$ cat src/hdl/swmm_pkg.sv
// shared types and constants for the sliding window max/min block
// no dependencies
`default_nettype none

package swmm_pkg;

  localparam int SAMPLE_W   = 32;
  localparam int WINDOW_MAX = 1024;
  localparam int PTR_W      = $clog2(WINDOW_MAX);
  localparam int POS_W      = PTR_W + 1;
  localparam int LEN_W      = 11;
  localparam int ENTRY_W    = SAMPLE_W + POS_W;

  localparam logic signed [SAMPLE_W-1:0] INT_MAX = {1'b0, {(SAMPLE_W-1){1'b1}}};

  typedef struct packed {
    logic accept;
    logic rd_back;
    logic drop_head;
    logic keep_front;
    logic drop_tail;
    logic finish;
  } swmm_cmd_t;

  typedef struct packed {
    logic empty;
    logic expired;
    logic smaller;
  } swmm_stat_t;

endpackage

`default_nettype wire

$ cat src/hdl/swmm_ctrl.sv
// controller state machine: request handshake, deque walk sequencing, result valid
// depends on swmm_pkg
`default_nettype none

module swmm_ctrl (
  input  wire logic                 clk_i,
  input  wire logic                 rst_ni,
  input  wire logic                 in_valid_i,
  output logic                      in_ready_o,
  output logic                      out_valid_o,
  input  wire logic                 out_ready_i,
  input  wire swmm_pkg::swmm_stat_t stat_i,
  output swmm_pkg::swmm_cmd_t       cmd_o
);

  typedef enum logic [5:0] {
    ST_IDLE     = 6'b000001,
    ST_EXP_RD   = 6'b000010,
    ST_EXP_CHK  = 6'b000100,
    ST_BACK_RD  = 6'b001000,
    ST_BACK_CHK = 6'b010000,
    ST_FIN      = 6'b100000
  } state_e;

  state_e state_q, state_d;
  logic   out_valid_q, out_valid_d;

  always_comb begin
    state_d     = state_q;
    cmd_o       = '0;
    in_ready_o  = 1'b0;
    out_valid_d = out_valid_q & ~out_ready_i;
    case (state_q)
      ST_IDLE: begin
        in_ready_o = 1'b1;
        if (in_valid_i) begin
          cmd_o.accept = 1'b1;
          state_d      = ST_EXP_RD;
        end
      end
      ST_EXP_RD: begin
        state_d = stat_i.empty ? ST_BACK_RD : ST_EXP_CHK;
      end
      ST_EXP_CHK: begin
        if (stat_i.expired) begin
          cmd_o.drop_head = 1'b1;
          state_d         = ST_EXP_RD;
        end else begin
          cmd_o.keep_front = 1'b1;
          state_d          = ST_BACK_RD;
        end
      end
      ST_BACK_RD: begin
        cmd_o.rd_back = 1'b1;
        state_d       = stat_i.empty ? ST_FIN : ST_BACK_CHK;
      end
      ST_BACK_CHK: begin
        if (stat_i.smaller) begin
          cmd_o.drop_tail = 1'b1;
          state_d         = ST_BACK_RD;
        end else begin
          state_d = ST_FIN;
        end
      end
      ST_FIN: begin
        if (!out_valid_q || out_ready_i) begin
          cmd_o.finish = 1'b1;
          out_valid_d  = 1'b1;
          state_d      = ST_IDLE;
        end
      end
      default: begin
        state_d = ST_IDLE;
      end
    endcase
  end

  always_ff @(posedge clk_i or negedge rst_ni) begin
    if (!rst_ni) begin
      state_q     <= ST_IDLE;
      out_valid_q <= 1'b0;
    end else begin
      state_q     <= state_d;
      out_valid_q <= out_valid_d;
    end
  end

  assign out_valid_o = out_valid_q;

endmodule

`default_nettype wire

$ cat config.mk
export PLATFORM = sky130hd
export DESIGN_NAME = swmm_ctrl
export DESIGN_NICKNAME = d
export VERILOG_FILES = /design/src/hdl/swmm_pkg.sv /design/src/hdl/swmm_ctrl.sv
export SDC_FILE = /design/constraint.sdc
export NUM_CORES = 1
export LEC_CHECK = 0
export ABC_AREA = 0
export BUFFER_PORTS_ARGS = -buffer_cell sky130_fd_sc_hd__buf_2
export CAP_MARGIN = 20
export CORE_AREA = 2 2 39 41
export CTS_BUF_LIST = sky130_fd_sc_hd__clkbuf_4
export CTS_CLUSTER_DIAMETER = 60
export DETAILED_ROUTE_END_ITERATION = 8
export DIE_AREA = 0 0 41 43
export SLEW_MARGIN = 20
export SYNTH_ARGS = -nofsm -noshare
export SYNTH_HDL_FRONTEND = slang
export SYNTH_SLANG_ARGS = --single-unit
$ cat constraint.sdc
create_clock -name clk_i -period 1.7 [get_ports clk_i]
set_input_delay 0.255 -clock clk_i [delete_from_list [all_inputs] [get_ports clk_i]]
set_output_delay 0.255 -clock clk_i [all_outputs]
set_load 0.02 [all_outputs]
==> Implementation_results.wiki <==
{| class="wikitable"
! Metric !! Value
|-
| Status || finished clean
|-
| Number of flops mapped to enable cells by yosys || 0
|-
| Number of unique standard cell types used by synthesis || 26
|-
| Crit path largest cell delay || 0.45 ns
|-
| Synth Register Bits || 7
|-
| Routability-driven placement congestion ratio || 0.756
|-
| Async SR Flop Fraction || 1.00
|-
| Yosys warns || 0
|-
| Net switching fraction of the power || 0.368
|-
| Portion of total power attributed to sequential cells || 0.343
|-
| Total standard cell area after synthesis || 424 µm²
|-
| Max-capacitance violation count || 0
|-
| Maximum resistive drop on vdd || 462 µV
|-
| Detail Placement HPWL || 715 µm
|-
| Die Width || 41 µm
|-
| Worst hold slack after final layout || 0.256 ns
|-
| Standard cell core area || 1380 µm²
|-
| Total global routing overflow || 0
|-
| Crit-path slowest cell || sky130_fd_sc_hd__dfrtp_2
|-
| Filler cell count || 152
|-
| Flop2flop setup slack || 0.35 ns
|-
| Leading area contributor after synthesis || sky130_fd_sc_hd__dfrtp_1
|-
| Avg Inst Size Synth || 10.3 µm²
|-
| Met3 layer usage reported by global route || 0.0471
|-
| Endpoint arrival time on the critical path || 1.41 ns
|-
| Total track usage || 0.133
|-
| Required time reported for the critical path endpoint || 1.44 ns
|-
| Post-synthesis to final-layout area growth || 45.4%
|-
| Total CTS buffers || 3
|-
| Cell Int Power || 0.516 mW
|-
| Synthesized netlist cell count || 41
|-
| Drt total wl || 984 µm
|-
| Cell count along the critical path || 3
|-
| H-tree level count || 1
|-
| Number of buffer and inverter instances along the worst setup path || 1
|-
| Final setup vio count || 0
|-
| Hold violation total from the final report || 0
|-
| Final core occ || 0.446
|-
| Wire length of the first global-routing pass || 1530 µm
|-
| Unrepaired setup endpoints after global routing || true
|-
| Fraction of final layout cells with drive strength greater than 1 || 0.571
|-
| Hold path start || stat_i[2]
|-
| Launch point of the critical path || state_q[5]
|-
| Post-route DRC || 0
|-
| Hold path depth || 2
|-
| GR Layer Usage met1 || 0.187
|-
| Max-slew headroom || 0.794
|-
| Synth Flop Type || sky130_fd_sc_hd__dfrtp_1
|-
| Rows || 14
|-
| TritonCTS clock tree || done
|-
| Root Buffer || sky130_fd_sc_hd__clkbuf_4
|-
| Most used standard cells in the synthesized netlist || sky130_fd_sc_hd__dfrtp_1 (6), sky130_fd_sc_hd__nor2b_1 (5), sky130_fd_sc_hd__nor2_1 (4)
|-
| Port Buffer Count || 14
|-
| Count of placed standard cells including taps || 71
|-
| Post-layout nets || 71
|-
| DIE HEIGHT || 43 µm
|-
| Main area contributors after synthesis || sky130_fd_sc_hd__dfrtp_1 (35%), sky130_fd_sc_hd__nor2b_1 (7.4%), sky130_fd_sc_hd__dfstp_2 (6.2%)
|-
| Largest net degree at the start of global routing || 8
|-
| Initial core utilization || 0.307
|-
| Crit Path Category || flop to output port
|-
| Most heavily used metal layer in global routing || met1
|-
| Worst hold path type || input pin to flop
|-
| Top fanout value on the critical path || 4
|-
| Drt via density || 4.95
|-
| Final-layout setup total negative slack || 0 ns
|-
| Fin crit share || 0.979
|-
| Most frequently used cell type in the post-synthesis netlist || sky130_fd_sc_hd__dfrtp_1
|-
| Number of top-level pins || 15
|-
| Total non-filler cell area in the finished layout || 617 µm²
|-
| Total via count after detailed routing || 391
|-
| Global routing usage on met2 || 0.178
|-
| Reg-to-reg endpoint || state_q[3]
|-
| Number of DRC markers in iteration 0 || 8
|-
| Clock latency reported for the late side of the worst-skew pair || 0.25 ns
|-
| Share of total power in the clock network || 0.207
|-
| Actual slew at the worst max-slew pin || 0.305 ns
|-
| Worst r2r path cells || 5
|-
| Cell area after placement || 514 µm²
|-
| Power density relative to cell area || 1320 nW/µm²
|-
| Largest delay share family, worst path || simple AND/OR/NAND/NOR gates
|-
| Cells traversed along the worst timing path || nor4_4 -> and3_4 -> buf_6
|-
| Clock slew at the register clock pins of the worst setup and hold paths || 0.06 ns
|-
| Die Footprint || 1760 µm²
|-
| Initial antenna violation count || 0
|-
| Post-DRT Antenna Nets || 0
|-
| Antenna diode count || 0
|-
| Share of Yosys cell area claimed by the top area cell type || 0.354
|-
| Crit start category || flop
|-
| Worst Skew || 0.00362 ns
|-
| Count of TritonRoute iterations in the first routing pass || 2
|-
| Number of buffers on the longest clock path || 2
|-
| Minimum period implied by the final worst setup slack || 1.66 ns
|-
| Net switching power figure || 0.300 mW
|-
| Share of synthesized area occupied by flip-flops and latches || 0.416
|-
| RR Startpoint || state_q[0]
|-
| Total count of max-transition violations in the final report || 0
|-
| Net count after synthesis || 48
|-
| Post-detailed-route wirelength per cell || 12.5 µm
|-
| Clock sink count || 7
|-
| Hold-critical path endpoint || state_q[5]
|-
| Vias in the first global route || 349
|-
| Cell leakage power || 0.311 nW
|-
| Maximum clock rate || 601 MHz
|-
| Final standard cell count with taps included and fillers excluded || 79
|-
| Type of destination of the critical path || output port
|-
| Relative contribution of combinational cells to total power || 0.450
|}
==> cells by family (layout without fill, tap and decap cells) <==
kind of cell	after synthesis	count (layout)	share of synthesized area
AOI/OAI and AO/OA	6	6	0.124
buffers and inverters	1	23	0.00884
DFF	7	7	0.416
and+or+nand+nor	27	27	0.451
==> stage by stage <==
step	power, mW	worst slack [ns]
6_report	0.816	0.0359
5_1_grt	0.881	-0.0510
4_1_cts	0.753	0.00116
3_5_place_dp	0.559	0.227
3_3_place_gp	0.563	0.196
2_1_floorplan	0.482	0.325
==> per-layer routing <==
metal | up-vias | wire length, µm
li1 | 193 | -
met1 | 190 | 433
met2 | 8 | 519
met3 | 0 | 31
met4 | 0 | 0
met5 | - | 0
==> worst max-delay path by stage <==
stage | slack (ns) | to
after detailed placement | 0.23 | cmd_o[2]
final | 0.04 | cmd_o[5]
after global routing | -0.05 | in_ready_o
after CTS | 0.001 | cmd_o[2]
after global placement | 0.20 | cmd_o[2]
after floorplan | 0.33 | cmd_o[0]
==> timing repair <==
action	4_1_cts	5_1_grt
setup buffers	0	3
pin swaps	1	5
hold buffers	1	0
gates resized for setup	3	9
endpoints found under the setup margin	4	7
hold endpoints to repair	6	0
==> layout make-up <==
class,count,area (µm²),share of cell area
repair buffers,18,115,0.187
clock buffers,4,30.0,0.0487
flip-flops and latches,7,179,0.290
multi-input cells,33,269,0.436
inverters,1,3.75,0.00609
well taps,16,20.0,0.0325
==> placed cells by master, fill, tap and decap left out <==
cell type                       synthesis  layout
sky130_fd_sc_hd__buf_2                  0      12
sky130_fd_sc_hd__nor2_1                 4       3
sky130_fd_sc_hd__dfrtp_2                0       2
sky130_fd_sc_hd__dlygate4sd3_1          0       1
sky130_fd_sc_hd__a311o_1                1       1
sky130_fd_sc_hd__nor2b_2                0       1
sky130_fd_sc_hd__nand3_1                1       1
sky130_fd_sc_hd__or2_1                  1       1
sky130_fd_sc_hd__o311ai_1               1       1
sky130_fd_sc_hd__and2b_1                1       1
sky130_fd_sc_hd__dfrtp_1                6       4
sky130_fd_sc_hd__a211o_1                1       1
sky130_fd_sc_hd__buf_4                  0       3
sky130_fd_sc_hd__nand2_1                3       3
sky130_fd_sc_hd__and2_4                 1       2
sky130_fd_sc_hd__a221oi_2               1       1
sky130_fd_sc_hd__nor2b_1                5       4
sky130_fd_sc_hd__inv_1                  1       1
sky130_fd_sc_hd__dfstp_2                1       1
sky130_fd_sc_hd__and3_1                 1       1
sky130_fd_sc_hd__o21ai_0                2       2
sky130_fd_sc_hd__clkbuf_4               0       4
sky130_fd_sc_hd__and3b_1                1       1
sky130_fd_sc_hd__nor2_2                 1       2
sky130_fd_sc_hd__buf_6                  0       2
sky130_fd_sc_hd__nor4b_2                1       1
sky130_fd_sc_hd__nand2b_1               1       1
sky130_fd_sc_hd__nor3_2                 0       1
sky130_fd_sc_hd__and3_4                 1       2
sky130_fd_sc_hd__nor4_4                 1       2
==> flip-flops by register name, indices dropped and copies added, names as in the netlist <==
signal,cells
out_valid_o,1
state_q,6
==> power by group through the flow <==
stage	logic [mW]	registers, mW	clock network [mW]
finish	0.367	0.280	0.169
CTS	0.303	0.272	0.178
detailed placement	0.293	0.266	0
global route	0.405	0.287	0.189
floorplan	0.226	0.256	0
global placement	0.296	0.267	0
==> worst reg2reg max path: cells and delay by family (launching register included) <==
family          cells  cell delay (ns)
flops               1             0.61
simple gates        3             0.20
buf+inv             1             0.12
compound gates      1             0.30
Note: power is estimated with default switching activity, not from simulation.
